<file path="src/hdl/gtq_pkg.sv">
// ----------------------------------------------------------------------------
// gtq_pkg
// Shared types and constants for the grouped team queue.
// ----------------------------------------------------------------------------
package gtq_pkg;

    localparam int CAPACITY_DEF   = 64;
    localparam int NUM_GROUPS_DEF = 5;

    localparam int GROUP_W  = 3;
    localparam int ID_W     = 16;
    localparam int STATUS_W = 2;

    typedef enum logic [STATUS_W-1:0] {
        ST_ENQUEUED  = 2'd0,
        ST_DEQUEUED  = 2'd1,
        ST_DEQ_EMPTY = 2'd2,
        ST_ENQ_DROP  = 2'd3
    } t_status;

    typedef enum logic {
        OP_ENQUEUE = 1'b0,
        OP_DEQUEUE = 1'b1
    } t_opcode;

    // Contents of one node of the linked store, apart from its link.
    typedef struct packed {
        logic [GROUP_W-1:0] grp;
        logic [ID_W-1:0]    id;
    } t_node;

endpackage

</file>
<file path="src/hdl/gtq_ram.sv">
// ----------------------------------------------------------------------------
// gtq_ram
// Generic single-write, single-read RAM with a registered read port.
// ----------------------------------------------------------------------------
module gtq_ram #(
    parameter int WIDTH = 8,
    parameter int DEPTH = 16,
    localparam int AW   = (DEPTH > 1) ? $clog2(DEPTH) : 1
) (
    input  logic             i_clk,
    input  logic             i_we,
    input  logic [AW-1:0]    i_waddr,
    input  logic [WIDTH-1:0] i_wdata,
    input  logic [AW-1:0]    i_raddr,
    output logic [WIDTH-1:0] o_rdata
);

    logic [WIDTH-1:0] r_mem [DEPTH];
    logic [WIDTH-1:0] r_rdata;

    always_ff @(posedge i_clk) begin
        if (i_we) begin
            r_mem[i_waddr] <= i_wdata;
        end
        r_rdata <= r_mem[i_raddr];
    end

    assign o_rdata = r_rdata;

endmodule

</file>
<file path="src/hdl/grouped_team_queue.sv">
// ----------------------------------------------------------------------------
// grouped_team_queue
// Team queue over a bounded linked store, with per-group insertion points.
// ----------------------------------------------------------------------------
// Usage. Commands arrive on the input channel (i_in_valid / o_in_ready) as
// one beat each: an enqueue carries a group and an id, a dequeue removes the
// head item. Every command gives exactly one result beat on the output
// channel (o_out_valid / i_out_ready) with a status, the dequeued item where
// there is one, and whether the queue is empty afterwards.
// A dropped enqueue or a dequeue on an empty queue is answered from the
// idle state; an enqueue that opens a new group run or joins a run at the
// tail finishes in S_ENQ, one spliced into the middle goes on through
// S_ENQ_LINK and S_ENQ_SPLICE, and a dequeue finishes in S_DEQ when it
// empties the queue and in S_DEQ_CHK otherwise. One command is in work at
// a time: the input is not ready again until the command has finished and
// its result has gone to the output register. The states follow the
// read-then-write sequence on the link memory, whose read data arrives in
// the cycle after the address.
// Reset leaves the queue empty. Slots are first handed out by a fill counter
// and later recycled through a free stack, so no clearing pass is needed and
// commands are accepted straight after reset.
// When the receiver stalls, the result waits in the output register; one
// further command is still accepted and worked on, and its result is held
// inside until the output register frees up.
// ----------------------------------------------------------------------------
module grouped_team_queue #(
    parameter int CAPACITY   = gtq_pkg::CAPACITY_DEF,
    parameter int NUM_GROUPS = gtq_pkg::NUM_GROUPS_DEF
) (
    input  logic                        i_clk,
    input  logic                        i_rst_n,
    input  logic                        i_in_valid,
    output logic                        o_in_ready,
    input  logic                        i_opcode,
    input  logic [gtq_pkg::GROUP_W-1:0] i_item_group,
    input  logic [gtq_pkg::ID_W-1:0]    i_item_id,
    output logic                        o_out_valid,
    input  logic                        i_out_ready,
    output logic [gtq_pkg::STATUS_W-1:0] o_status,
    output logic [gtq_pkg::GROUP_W-1:0] o_out_group,
    output logic [gtq_pkg::ID_W-1:0]    o_out_id,
    output logic                        o_is_empty
);

    // Slot index, occupancy count and group index widths.
    localparam int SW = $clog2(CAPACITY);
    localparam int CW = $clog2(CAPACITY + 1);
    localparam int GW = (NUM_GROUPS > 1) ? $clog2(NUM_GROUPS) : 1;
    localparam int NW = $bits(gtq_pkg::t_node);

    typedef enum logic [2:0] {
        S_IDLE,
        S_ENQ,
        S_ENQ_LINK,
        S_ENQ_SPLICE,
        S_DEQ,
        S_DEQ_CHK,
        S_HOLD
    } t_state;

    t_state r_state, n_state;

    // Queue control state.
    logic [SW-1:0]         r_head, n_head;
    logic [SW-1:0]         r_tail, n_tail;
    logic [CW-1:0]         r_used, n_used;
    logic [CW-1:0]         r_fresh, n_fresh;
    logic [CW-1:0]         r_stk, n_stk;
    logic [NUM_GROUPS-1:0] r_present, n_present;

    // Working registers of the command in progress.
    logic [gtq_pkg::GROUP_W-1:0] r_grp, n_grp;
    logic [gtq_pkg::ID_W-1:0]    r_id, n_id;
    logic [SW-1:0]               r_slot, n_slot;
    logic [SW-1:0]               r_last, n_last;

    // Result waiting for the output register.
    gtq_pkg::t_status            r_res_status, n_res_status;
    logic [gtq_pkg::GROUP_W-1:0] r_res_grp, n_res_grp;
    logic [gtq_pkg::ID_W-1:0]    r_res_id, n_res_id;
    logic                        r_res_empty, n_res_empty;

    // Output register.
    logic                        r_o_valid, n_o_valid;
    gtq_pkg::t_status            r_o_status, n_o_status;
    logic [gtq_pkg::GROUP_W-1:0] r_o_grp, n_o_grp;
    logic [gtq_pkg::ID_W-1:0]    r_o_id, n_o_id;
    logic                        r_o_empty, n_o_empty;

    // Memory ports.
    logic          next_we;
    logic [SW-1:0] next_waddr, next_wdata, next_raddr, next_q;
    logic          node_we;
    logic [SW-1:0] node_waddr, node_raddr;
    gtq_pkg::t_node node_wdata, node_q;
    logic          glast_we;
    logic [GW-1:0] glast_waddr, glast_raddr;
    logic [SW-1:0] glast_wdata, glast_q;
    logic          free_we;
    logic [SW-1:0] free_waddr, free_raddr, free_wdata, free_q;

    // Finishing a command.
    logic                        fin;
    gtq_pkg::t_status            fin_status;
    logic [gtq_pkg::GROUP_W-1:0] fin_grp;
    logic [gtq_pkg::ID_W-1:0]    fin_id;
    logic                        fin_empty;

    logic          out_free;
    logic          in_accept;
    logic          grp_ok;
    logic          full;
    logic [SW-1:0] new_slot;
    logic [GW-1:0] grp_idx;
    logic [GW-1:0] deq_idx;

    // Links between nodes.
    gtq_ram #(.WIDTH(SW), .DEPTH(CAPACITY)) u_next_ram (
        .i_clk  (i_clk),
        .i_we   (next_we),
        .i_waddr(next_waddr),
        .i_wdata(next_wdata),
        .i_raddr(next_raddr),
        .o_rdata(next_q)
    );

    // Group and id of each node.
    gtq_ram #(.WIDTH(NW), .DEPTH(CAPACITY)) u_node_ram (
        .i_clk  (i_clk),
        .i_we   (node_we),
        .i_waddr(node_waddr),
        .i_wdata(node_wdata),
        .i_raddr(node_raddr),
        .o_rdata(node_q)
    );

    // Last waiting slot of each group.
    gtq_ram #(.WIDTH(SW), .DEPTH(NUM_GROUPS)) u_glast_ram (
        .i_clk  (i_clk),
        .i_we   (glast_we),
        .i_waddr(glast_waddr),
        .i_wdata(glast_wdata),
        .i_raddr(glast_raddr),
        .o_rdata(glast_q)
    );

    // Stack of recycled slots.
    gtq_ram #(.WIDTH(SW), .DEPTH(CAPACITY)) u_free_ram (
        .i_clk  (i_clk),
        .i_we   (free_we),
        .i_waddr(free_waddr),
        .i_wdata(free_wdata),
        .i_raddr(free_raddr),
        .o_rdata(free_q)
    );

    assign o_in_ready = (r_state == S_IDLE);
    assign in_accept  = i_in_valid && o_in_ready;
    assign out_free   = !r_o_valid || i_out_ready;
    assign grp_ok     = (32'(i_item_group) < 32'(NUM_GROUPS));
    assign full       = (r_used == CW'(CAPACITY));
    assign new_slot   = (r_stk != '0) ? free_q : r_fresh[SW-1:0];
    assign grp_idx    = GW'(r_grp);
    assign deq_idx    = GW'(r_res_grp);

    always_comb begin
        n_state      = r_state;
        n_head       = r_head;
        n_tail       = r_tail;
        n_used       = r_used;
        n_fresh      = r_fresh;
        n_stk        = r_stk;
        n_present    = r_present;
        n_grp        = r_grp;
        n_id         = r_id;
        n_slot       = r_slot;
        n_last       = r_last;
        n_res_status = r_res_status;
        n_res_grp    = r_res_grp;
        n_res_id     = r_res_id;
        n_res_empty  = r_res_empty;
        n_o_valid    = r_o_valid && !i_out_ready;
        n_o_status   = r_o_status;
        n_o_grp      = r_o_grp;
        n_o_id       = r_o_id;
        n_o_empty    = r_o_empty;

        next_we     = 1'b0;
        next_waddr  = r_last;
        next_wdata  = r_slot;
        next_raddr  = r_head;
        node_we     = 1'b0;
        node_waddr  = new_slot;
        node_wdata  = '{grp: r_grp, id: r_id};
        node_raddr  = r_head;
        glast_we    = 1'b0;
        glast_waddr = grp_idx;
        glast_wdata = new_slot;
        glast_raddr = GW'(i_item_group);
        free_we     = 1'b0;
        free_waddr  = r_stk[SW-1:0];
        free_wdata  = r_head;
        free_raddr  = SW'(r_stk - CW'(1));

        fin        = 1'b0;
        fin_status = gtq_pkg::ST_ENQUEUED;
        fin_grp    = '0;
        fin_id     = '0;
        fin_empty  = 1'b0;

        unique case (r_state)
            S_IDLE: begin
                // Reads for both commands are issued here; the data arrives
                // in the next state.
                if (in_accept) begin
                    n_grp = i_item_group;
                    n_id  = i_item_id;
                    if (i_opcode == gtq_pkg::OP_ENQUEUE) begin
                        if (full || !grp_ok) begin
                            fin        = 1'b1;
                            fin_status = gtq_pkg::ST_ENQ_DROP;
                            fin_empty  = (r_used == '0);
                        end else begin
                            n_state = S_ENQ;
                        end
                    end else begin
                        if (r_used == '0) begin
                            fin        = 1'b1;
                            fin_status = gtq_pkg::ST_DEQ_EMPTY;
                            fin_empty  = 1'b1;
                        end else begin
                            n_state = S_DEQ;
                        end
                    end
                end
            end

            S_ENQ: begin
                // Allocate a slot and store the item.
                n_slot = new_slot;
                n_last = glast_q;
                n_used = r_used + CW'(1);
                if (r_stk != '0) begin
                    n_stk = r_stk - CW'(1);
                end else begin
                    n_fresh = r_fresh + CW'(1);
                end
                node_we             = 1'b1;
                glast_we            = 1'b1;
                n_present[grp_idx]  = 1'b1;
                if (!r_present[grp_idx]) begin
                    // New group run at the tail.
                    if (r_used == '0) begin
                        n_head = new_slot;
                    end else begin
                        next_we    = 1'b1;
                        next_waddr = r_tail;
                        next_wdata = new_slot;
                    end
                    n_tail = new_slot;
                    fin    = 1'b1;
                end else if (glast_q == r_tail) begin
                    // The group's run ends at the tail: simply append.
                    next_we    = 1'b1;
                    next_waddr = glast_q;
                    next_wdata = new_slot;
                    n_tail     = new_slot;
                    fin        = 1'b1;
                end else begin
                    // Splice into the middle: fetch the link that follows.
                    next_raddr = glast_q;
                    n_state    = S_ENQ_LINK;
                end
            end

            S_ENQ_LINK: begin
                next_we    = 1'b1;
                next_waddr = r_slot;
                next_wdata = next_q;
                n_state    = S_ENQ_SPLICE;
            end

            S_ENQ_SPLICE: begin
                next_we    = 1'b1;
                next_waddr = r_last;
                next_wdata = r_slot;
                fin        = 1'b1;
            end

            S_DEQ: begin
                // Head node and its link have arrived; recycle the slot.
                n_res_grp = node_q.grp;
                n_res_id  = node_q.id;
                n_used    = r_used - CW'(1);
                free_we   = 1'b1;
                n_stk     = r_stk + CW'(1);
                if (r_used == CW'(1)) begin
                    n_present[GW'(node_q.grp)] = 1'b0;
                    fin        = 1'b1;
                    fin_status = gtq_pkg::ST_DEQUEUED;
                    fin_grp    = node_q.grp;
                    fin_id     = node_q.id;
                    fin_empty  = 1'b1;
                end else begin
                    n_head     = next_q;
                    node_raddr = next_q;
                    n_state    = S_DEQ_CHK;
                end
            end

            S_DEQ_CHK: begin
                // The group's run ends when the new head is of another group.
                if (node_q.grp != r_res_grp) begin
                    n_present[deq_idx] = 1'b0;
                end
                fin        = 1'b1;
                fin_status = gtq_pkg::ST_DEQUEUED;
                fin_grp    = r_res_grp;
                fin_id     = r_res_id;
            end

            S_HOLD: begin
                if (out_free) begin
                    n_o_valid  = 1'b1;
                    n_o_status = r_res_status;
                    n_o_grp    = r_res_grp;
                    n_o_id     = r_res_id;
                    n_o_empty  = r_res_empty;
                    n_state    = S_IDLE;
                end
            end

            default: begin
                n_state = S_IDLE;
            end
        endcase

        if (fin) begin
            if (out_free) begin
                n_o_valid  = 1'b1;
                n_o_status = fin_status;
                n_o_grp    = fin_grp;
                n_o_id     = fin_id;
                n_o_empty  = fin_empty;
                n_state    = S_IDLE;
            end else begin
                n_res_status = fin_status;
                n_res_grp    = fin_grp;
                n_res_id     = fin_id;
                n_res_empty  = fin_empty;
                n_state      = S_HOLD;
            end
        end
    end

    always_ff @(posedge i_clk) begin
        if (!i_rst_n) begin
            r_state   <= S_IDLE;
            r_head    <= '0;
            r_tail    <= '0;
            r_used    <= '0;
            r_fresh   <= '0;
            r_stk     <= '0;
            r_present <= '0;
            r_o_valid <= 1'b0;
        end else begin
            r_state   <= n_state;
            r_head    <= n_head;
            r_tail    <= n_tail;
            r_used    <= n_used;
            r_fresh   <= n_fresh;
            r_stk     <= n_stk;
            r_present <= n_present;
            r_o_valid <= n_o_valid;
        end
        r_grp        <= n_grp;
        r_id         <= n_id;
        r_slot       <= n_slot;
        r_last       <= n_last;
        r_res_status <= n_res_status;
        r_res_grp    <= n_res_grp;
        r_res_id     <= n_res_id;
        r_res_empty  <= n_res_empty;
        r_o_status   <= n_o_status;
        r_o_grp      <= n_o_grp;
        r_o_id       <= n_o_id;
        r_o_empty    <= n_o_empty;
    end

    assign o_out_valid = r_o_valid;
    assign o_status    = r_o_status;
    assign o_out_group = r_o_grp;
    assign o_out_id    = r_o_id;
    assign o_is_empty  = r_o_empty;

`ifndef SYNTHESIS
    // Every slot handed out by the fill counter is either live or stacked.
    a_slot_accounting: assert property (@(posedge i_clk) disable iff (!i_rst_n)
        (r_used + r_stk) == r_fresh)
        else $error("slot accounting broken");

    a_used_bound: assert property (@(posedge i_clk) disable iff (!i_rst_n)
        r_used <= CW'(CAPACITY))
        else $error("occupancy beyond capacity");

    // An idle, empty queue has no group run open.
    a_empty_no_group: assert property (@(posedge i_clk) disable iff (!i_rst_n)
        (r_state == S_IDLE && r_used == '0) |-> (r_present == '0))
        else $error("group left open in empty queue");

    // A dequeue on an empty queue answers in the next cycle if nothing waits.
    a_empty_deq: assert property (@(posedge i_clk) disable iff (!i_rst_n)
        (in_accept && i_opcode == gtq_pkg::OP_DEQUEUE && r_used == '0 && out_free)
        |=> (o_out_valid && o_status == gtq_pkg::ST_DEQ_EMPTY && o_is_empty))
        else $error("empty dequeue not answered");
`endif

endmodule
</file>
<file path="config.mk">
export PLATFORM = sky130hd
export DESIGN_NAME = grouped_team_queue
export DESIGN_NICKNAME = d
export VERILOG_FILES = /design/src/hdl/gtq_pkg.sv /design/src/hdl/gtq_ram.sv /design/src/hdl/grouped_team_queue.sv
export SDC_FILE = /design/constraint.sdc
export NUM_CORES = 2
export LEC_CHECK = 0
export BUFFER_PORTS_ARGS = -buffer_cell sky130_fd_sc_hd__buf_2
export CORE_ASPECT_RATIO = 1.75
export CORE_MARGIN = 3
export CORE_UTILIZATION = 60
export DETAILED_ROUTE_END_ITERATION = 8
export PLACE_DENSITY = 0.83
export SYNTH_ARGS = -nofsm -noshare
export SYNTH_HDL_FRONTEND = slang
export SYNTH_SLANG_ARGS = --single-unit
export TNS_END_PERCENT = 20
</file>
<file path="constraint.sdc">
create_clock -name i_clk -period 5.62 [get_ports i_clk]
set_input_delay 0.843 -clock i_clk [delete_from_list [all_inputs] [get_ports i_clk]]
set_output_delay 0.843 -clock i_clk [all_outputs]
set_load 0.005 [all_outputs]
</file>
# [After elaboration in Yosys (flattened, before gate mapping)]
# Memory sizes are Yosys's and may differ from the RTL's. A register that Yosys moved wholly into a read port is not among the register bits.
# Index checks and enable logic that the tools add are counted.
[totals] ramBits=2014 n_memories=4 latchBits=0 romBits=0 output_inout_bits=24 input_bits=24 ff_bits=117 elab_cells=195
[memory_table] memory="u_node_ram.r_mem" depth=64 word_bits=19 rd=1 rd_ports_with_merged_regs=1 wr=1 line="gtq_ram.sv:18" text="logic [WIDTH-1:0] r_mem [DEPTH];"
[memory_table] memory="u_free_ram.r_mem" depth=64 word_bits=6 rd=1 rd_ports_with_merged_regs=1 wr=1 line="gtq_ram.sv:18"
[memory_table] memory="u_next_ram.r_mem" depth=64 word_bits=6 rd=1 rd_ports_with_merged_regs=1 wr=1 line="gtq_ram.sv:18"
[memory_table] memory="u_glast_ram.r_mem" depth=5 word_bits=6 rd=1 rd_ports_with_merged_regs=1 wr=1 line="gtq_ram.sv:18"
[op_classes] muxes=103 mul=0 n_shift=0 reduce_logical=25 n_lt_le_gt_ge=7 n_bitwise=7 add_sub_neg=5 eq_ne=24 n_div=0
[ops] operator="16-bit two-way mux" n=8
[ops] operator="6-bit two-way mux" n=16
[ops] operator="3-bit two-way mux" n=18
[ops] operator="6-bit one-hot mux with 2 select lines" n=3
[ops] operator="1-bit two-way mux" n=33
[ops] operator="16-bit one-hot mux with 2 select lines" n=1
[ops] operator="7-bit one-hot mux with 2 select lines" n=2
[ops] operator="7-bit by 1-bit adder with 7-bit output (second input constant)" n=3
[ops] operator="3-bit one-hot mux with 6 select lines" n=1
[ops] operator="2-bit two-way mux" n=8
[ops] operator="5-bit one-hot mux with 3 select lines" n=1
[ops] operator="7-bit by 1-bit subtractor with 7-bit output (second input constant)" n=2
[ops] operator="3-bit by 4-bit < comparator with 1-bit output (second input constant)" n=3
[ops] operator="3-bit != test (second input constant)" n=4
[ops] operator="5-bit AND" n=2
[ops] operator="5-bit two-way mux" n=2
[ops] operator="2-bit != test (second input constant)" n=5
[ops] operator="5-bit NOT" n=2
[ops] operator="2-bit AND reduction" n=5
[ops] operator="1-bit demux with 3-bit select" n=3
[ops] operator="3-bit == test (second input constant)" n=3
[ops] operator="3-bit by 1-bit >= comparator with 1-bit output (second input constant)" n=3
[ops] operator="4-bit != test (second input constant)" n=2
[ops] operator="8-bit AND reduction" n=1
[ops] operator="27 further kinds" n=40

# [Logic depth before layout (Yosys ltp)]
[logic_depth] ltp_word=9 ltp_mapped=16 depth_no_buf=10

# [Hierarchy]
# From an unflattened synthesis, not the netlist that was laid out.
[hier_totals] hier_cells=4289 area_unflattened_um2=85029.0
[modules_own_cells] mod="gtq_ram at u_node_ram" n_inst=1 cells_per_inst=2113 seq_area_each_um2=36895.4 area_each_um2=47113.9
[modules_own_cells] mod="gtq_ram at u_next_ram" n_inst=1 cells_per_inst=720 seq_area_each_um2=11651.2 area_each_um2=15225.9
[modules_own_cells] mod="gtq_ram at u_free_ram" n_inst=1 cells_per_inst=727 seq_area_each_um2=11651.2 area_each_um2=15177.1
[modules_own_cells] mod="grouped_team_queue" n_inst=1 cells_per_inst=651 seq_area_each_um2=2662.6 area_each_um2=6173.4
[modules_own_cells] mod="gtq_ram at u_glast_ram" n_inst=1 cells_per_inst=78 seq_area_each_um2=1021.0 area_each_um2=1338.8

# [Worst setup path before layout]
# Ideal clock, no wire load.
[synth_path] kind="reg-to-reg" startpoint="reg r_stk[0]" endpoint="mem u_node_ram.r_mem[12][0] (netlist bit), enable pin" period_less_slack_ns=4.439 arrival_time_ns=4.045 slack_ns=1.181 path_stages_with_launch=13 cell_sequence="dfxtp_1 > clkbuf_1 > buf_1 > buf_1 > inv_1 > ha_1 > or3b_2 > nor2_2 > mux2i_1 > inv_1 > nor4_1 > nand2_1 > nor2_1"
[synth_between] elab_chain_len=2
[synth_rtl] element="from (decl)" line="grouped_team_queue.sv:68" text="logic [CW-1:0] r_stk, n_stk;"
[synth_rtl] element="from (signal assigned)" line="grouped_team_queue.sv:372" text="r_stk <= n_stk;"
[synth_rtl] element="7-bit nonzero test" line="grouped_team_queue.sv:162" text="assign new_slot = (r_stk != '0) ? free_q : r_fresh[SW-1:0];"
[synth_rtl] element="6-bit two-way mux" line="grouped_team_queue.sv:162"
[synth_rtl] element="net glast_wdata[5]" line="grouped_team_queue.sv:98" text="logic [SW-1:0] glast_wdata, glast_q;"
[synth_rtl] element="to (decl)" line="gtq_ram.sv:18"
# The timed path passes the listed nets, and every way through them passes these cells.

# [Worst setup path in the final report]
[layout_path] startpoint="reg r_state[2]" endpoint="reg u_node_ram.r_rdata[1] (netlist: u_node_ram.o_rdata[1]), read port of u_node_ram.r_mem"
[layout_between] elab_chain_len=2
[layout_rtl] element="from (decl)" line="grouped_team_queue.sv:61" text="t_state r_state, n_state;"
[layout_rtl] element="from (signal assigned)" line="grouped_team_queue.sv:367" text="r_state <= n_state;"
[layout_rtl] element="3-bit == test" line="grouped_team_queue.sv:211" text="unique case (r_state)"
[layout_rtl] element="6-bit two-way mux" line="grouped_team_queue.sv:211"
[layout_rtl] element="to (decl)" line="gtq_ram.sv:19" text="logic [WIDTH-1:0] r_rdata;"
# Every way passes these cells.
# A chain may end at the register's enable or synchronous reset.

==> metrics.txt <==
# TYPE chip_impl_metric gauge
chip_impl_info{name="yosysTopAreaCell",value="sky130_fd_sc_hd__edfxtp_1"} 1
chip_impl_info{name="worst_setup_path_start_kind",value="register"} 1
chip_impl_metric{name="postSynth.asyncResetShare",unit="%"} 0
chip_impl_metric{name="syn_avg_cell_area",unit="µm²"} 14.0
chip_impl_metric{name="power.density_cell_area",unit="nW/µm²"} 455
chip_impl_info{name="cpLargestDelayFamily",value="compound AO/OA/AOI/OAI gates"} 1
chip_impl_metric{name="placed_area",unit="µm²"} 90000
chip_impl_info{name="hold_path.class",value="in -> reg"} 1
chip_impl_metric{name="drv_cap",unit=""} 0
chip_impl_metric{name="postLayoutCoreUtil",unit="%"} 66.5
chip_impl_metric{name="pint",unit="µW"} 29100
chip_impl_metric{name="synth.net_count",unit=""} 6269
chip_impl_info{name="synth-main-ff-cell",value="sky130_fd_sc_hd__edfxtp_1"} 1
chip_impl_info{name="clockRootBuffer",value="sky130_fd_sc_hd__clkbuf_16"} 1
chip_impl_metric{name="final_layout_size_suffix_gt1_share",unit="%"} 12.1
chip_impl_metric{name="synth-edff-count",unit=""} 2048
chip_impl_info{name="rsz0062_at_grt",value="false"} 1
chip_impl_metric{name="floorplan.die.width",unit="µm"} 295
chip_impl_metric{name="cts-resized-gates",unit=""} 0
chip_impl_metric{name="nFillCells",unit=""} 9222
chip_impl_metric{name="p_comb_share",unit="%"} 27.7
chip_impl_metric{name="routed_via_density",unit=""} 6.78
chip_impl_metric{name="skew",unit="ps"} 29.5
chip_impl_metric{name="synthesis.area",unit="µm²"} 87400
chip_impl_metric{name="detail_route.drc_violations",unit=""} 0
chip_impl_metric{name="floorplan.initialDensity",unit="%"} 60.7
chip_impl_info{name="most_frequent_cells_in_the_layout",value="2048 x sky130_fd_sc_hd__edfxtp_1, 1223 x sky130_fd_sc_hd__nand2_1, 774 x sky130_fd_sc_hd__nand3_1"} 1
chip_impl_metric{name="crit_fanout",unit=""} 73
chip_impl_metric{name="first_iter_violations",unit=""} 8208
chip_impl_metric{name="ys_seq_elements",unit=""} 2167
chip_impl_metric{name="portBuffers",unit=""} 47
chip_impl_metric{name="multi_input_comb_area",unit="µm²"} 21800
chip_impl_metric{name="final_period_util",unit="%"} 84.7
chip_impl_metric{name="worstPathBufferInverterCount",unit=""} 2
chip_impl_metric{name="finalNetCount",unit=""} 6237
chip_impl_metric{name="first_global_vias",unit=""} 54479
chip_impl_metric{name="finalNonFillerCells",unit=""} 8218
chip_impl_info{name="timing.critical_path.to_type",value="register"} 1
chip_impl_info{name="start_to_end_type_of_the_worst_setup_path",value="reg -> reg"} 1
chip_impl_metric{name="maxSlewViolCount",unit=""} 0
chip_impl_metric{name="synth_cells",unit=""} 6238
chip_impl_metric{name="post-synth-top-area-fraction",unit="%"} 70.3
chip_impl_metric{name="final_hold_viol_count",unit=""} 0
chip_impl_metric{name="grt_max_degree",unit=""} 193
chip_impl_metric{name="antenna_found_initial",unit=""} 3
chip_impl_metric{name="slew_headroom",unit="%"} 12.7
chip_impl_metric{name="power.share.switching",unit="%"} 33.2
chip_impl_metric{name="largest_voltage_drop_on_the_vdd_net",unit="µV"} 408
chip_impl_info{name="crit_path_top_delay_cell",value="sky130_fd_sc_hd__a32oi_1"} 1
chip_impl_metric{name="vias_after_detailed_routing",unit=""} 55680
chip_impl_metric{name="cts.hold.buffers_added",unit=""} 0
chip_impl_metric{name="htree_num_levels",unit=""} 4
chip_impl_metric{name="first_pass_grt_wire_length",unit="µm"} 341000
chip_impl_metric{name="critical_path_arrival",unit="ps"} 5500
chip_impl_metric{name="hold_slack",unit="ps"} 192
chip_impl_metric{name="p_leak",unit="µW"} 0.0313
chip_impl_info{name="final_common_cell",value="sky130_fd_sc_hd__edfxtp_1"} 1
chip_impl_metric{name="regArea",unit="µm²"} 63900
chip_impl_metric{name="globalRouteTotalUtil",unit="%"} 30.4
chip_impl_metric{name="post-route-cell-area",unit="µm²"} 95800
chip_impl_metric{name="clkLatencyLatePin",unit="ps"} 830
chip_impl_info{name="outcome",value="complete, no violations"} 1
chip_impl_metric{name="drt-total-wl",unit="µm"} 231000
chip_impl_metric{name="cts_setup_buffers",unit=""} 0
chip_impl_metric{name="tritoncts_num_sinks",unit=""} 2167
chip_impl_metric{name="clk_pin_slew_worst_paths",unit="ps"} 70
chip_impl_metric{name="num_rows",unit=""} 184
chip_impl_metric{name="synth.lib_cells_used.distinct",unit=""} 71
chip_impl_metric{name="synth-warning-count",unit=""} 0
chip_impl_metric{name="coreArea",unit="µm²"} 144000
chip_impl_metric{name="die_height",unit="µm"} 511
chip_impl_metric{name="die_area",unit="µm²"} 151000
chip_impl_metric{name="gp_congestion",unit=""} 0.908
chip_impl_metric{name="fin_tns_setup",unit="ps"} 0
chip_impl_metric{name="ioPinCount",unit=""} 48
chip_impl_metric{name="yosysSeqAreaShare",unit="%"} 73.1
chip_impl_metric{name="max_clock_freq",unit="MHz"} 210
chip_impl_metric{name="worstPathRequired",unit="ps"} 6360
chip_impl_info{name="crit_path_cell_trace",value="or3b_4 > a31oi_2 > mux2_8 > buf_12 > buf_4 > mux2i_1 > mux2i_1 > mux2i_1 > a32oi_1 > a31oi_1 > a31oi_1"} 1
chip_impl_metric{name="first_pass_iters",unit=""} 7
chip_impl_metric{name="worst_slew_pin_slew",unit="ps"} 1310
chip_impl_metric{name="layout-area-overhead-vs-synth",unit="%"} 9.54
chip_impl_metric{name="post-route-min-period",unit="ps"} 4760
chip_impl_metric{name="timing.critical_path.slowest_cell_delay",unit="ps"} 780
chip_impl_metric{name="sum_of_overflow_across_all_layers_after_global_routing",unit=""} 0
chip_impl_metric{name="drtAntennaViolNets",unit=""} 0
chip_impl_metric{name="dp.final_hpwl",unit="µm"} 137000
chip_impl_metric{name="power.sequential.fraction",unit="%"} 44.0
chip_impl_metric{name="netSwitchingPower",unit="µW"} 14500
chip_impl_metric{name="power.share.clock",unit="%"} 28.3
chip_impl_metric{name="number_of_buffers_created_by_cts",unit=""} 174
chip_impl_metric{name="maximum_buffer_depth_of_the_clock_tree",unit=""} 3
chip_impl_info{name="crit_path_frequent_cell",value="sky130_fd_sc_hd__mux2i_1"} 1
chip_impl_info{name="ys_top_cells_by_area",value="sky130_fd_sc_hd__edfxtp_1 70%, sky130_fd_sc_hd__nand2_1 5.3%, sky130_fd_sc_hd__nand3_1 4.4%, sky130_fd_sc_hd__mux4_2 3.5%, sky130_fd_sc_hd__dfxtp_1 2.7%"} 1
chip_impl_metric{name="post-place-cells",unit=""} 7890
chip_impl_info{name="cts_tree",value="done"} 1
chip_impl_metric{name="final-setup-viol-count",unit=""} 0
chip_impl_metric{name="post_drt_wl_per_cell",unit="µm"} 28.2
==> cell usage after synthesis (5+ instances only) <==
master and instances:
sky130_fd_sc_hd__buf_1 42, sky130_fd_sc_hd__mux2_2 31, sky130_fd_sc_hd__nor2_1 282, sky130_fd_sc_hd__xor2_1 7, sky130_fd_sc_hd__o22ai_1 11, sky130_fd_sc_hd__a211o_1 5
sky130_fd_sc_hd__mux2i_1 146, sky130_fd_sc_hd__a311o_1 36, sky130_fd_sc_hd__clkbuf_1 262, sky130_fd_sc_hd__or4_1 21, sky130_fd_sc_hd__a221o_1 11, sky130_fd_sc_hd__nand2b_1 7
sky130_fd_sc_hd__nand3_1 774, sky130_fd_sc_hd__a32oi_1 114, sky130_fd_sc_hd__buf_4 20, sky130_fd_sc_hd__xnor2_1 19, sky130_fd_sc_hd__buf_6 15, sky130_fd_sc_hd__nand4_1 65
sky130_fd_sc_hd__nand2_1 1224, sky130_fd_sc_hd__inv_1 21, sky130_fd_sc_hd__edfxtp_1 2048, sky130_fd_sc_hd__nor3_1 15, sky130_fd_sc_hd__nand4b_1 19, sky130_fd_sc_hd__o21ai_0 247
sky130_fd_sc_hd__a211oi_1 13, sky130_fd_sc_hd__a21oi_1 41, sky130_fd_sc_hd__dfxtp_1 119, sky130_fd_sc_hd__a311oi_1 95, sky130_fd_sc_hd__nor2b_1 5, sky130_fd_sc_hd__buf_2 106
sky130_fd_sc_hd__and3_1 103, sky130_fd_sc_hd__mux4_2 134, sky130_fd_sc_hd__a22oi_1 57, sky130_fd_sc_hd__or3_1 5, sky130_fd_sc_hd__ha_1 7, sky130_fd_sc_hd__a31oi_1 50
==> cell type report <==
| cell class | instances | area share, % |
|---|---|---|
| diodes | 3 | 0.00784 |
| clock buffers | 206 | 4.78 |
| clock inverters | 119 | 1.20 |
| inverters | 23 | 0.0901 |
| multi-input cells | 3601 | 22.7 |
| flip-flops and latches | 2167 | 66.7 |
| well taps | 1860 | 2.43 |
| repair buffers | 239 | 2.04 |
==> power by group through the flow <==
| stage | sequential, µW | clock, µW | combinational, µW |
|---|---|---|---|
| 2_1_floorplan | 19500 | 0 | 7280 |
| 3_3_place_gp | 19500 | 0 | 11300 |
| 3_5_place_dp | 19500 | 0 | 11600 |
| 4_1_cts | 19100 | 12400 | 11800 |
| 5_1_grt | 19200 | 13000 | 12600 |
| 6_report | 19200 | 12300 | 12100 |
==> worst register-to-register path: stages, from the launching register on <==
cell and delay, ps:
sky130_fd_sc_hd__dfxtp_1 480, sky130_fd_sc_hd__or3b_4 440, sky130_fd_sc_hd__a31oi_2 590, sky130_fd_sc_hd__mux2_8 680
sky130_fd_sc_hd__buf_12 420, sky130_fd_sc_hd__buf_4 390, sky130_fd_sc_hd__mux2i_1 130, sky130_fd_sc_hd__mux2i_1 140
sky130_fd_sc_hd__mux2i_1 120, sky130_fd_sc_hd__a32oi_1 780, sky130_fd_sc_hd__a31oi_1 320, sky130_fd_sc_hd__a31oi_1 210
==> per-stage QoR <==
stage	setup slack, ps	power, µW
after global routing	716	44800
after detailed placement	1110	31100
final	859	43600
after floorplan	1180	26700
after global placement	1220	30700
after CTS	987	43300
==> per-layer routing <==
metal  GRT usage (%)  up-vias  wire length (µm)
met1            35.4    27394             73400
met4            21.8        0             19600
met5               0        -                 0
li1                -    23601                 -
met2            51.1     3870            116000
met3            5.21      815             22100
==> cells by family after synthesis <==
group	count (synthesis)	share of synthesized area (%)
mux	314	5.58
compound gates	709	5.66
fa+ha+maj	7	0.100
buf+inv	470	2.42
simple gates	2545	12.9
flops	2167	73.1
xor+xnor	26	0.260
==> sequential cells by signal, indices dropped and copies added (netlist names), 7 cells and up <==
name and count:
r_res_id 16, r_used 7, r_id 16, u_next_ram.r_mem 384, u_free_ram.r_mem 384, o_out_id 16, r_stk 7, u_node_ram.o_rdata 19
u_glast_ram.r_mem 30, u_node_ram.r_mem 1216
==> path summary, 6_finish.rpt <==
kind                                                 from                            end  slack [ps]  depth (start not counted)
worst max-delay path              r_state[2]$_SDFFE_PN0P_  u_node_ram.o_rdata[1]$_DFF_P_         860                         11
worst min register to register  r_present[3]$_SDFFE_PN0P_      r_present[3]$_SDFFE_PN0P_         480                          2
worst max register to register    r_state[2]$_SDFFE_PN0P_  u_node_ram.o_rdata[1]$_DFF_P_         860                         11
worst min-delay path                        i_item_id[11]             r_id[11]$_DFFE_PP_         190                          1
No activity file was read; power rests on OpenSTA's default activity.
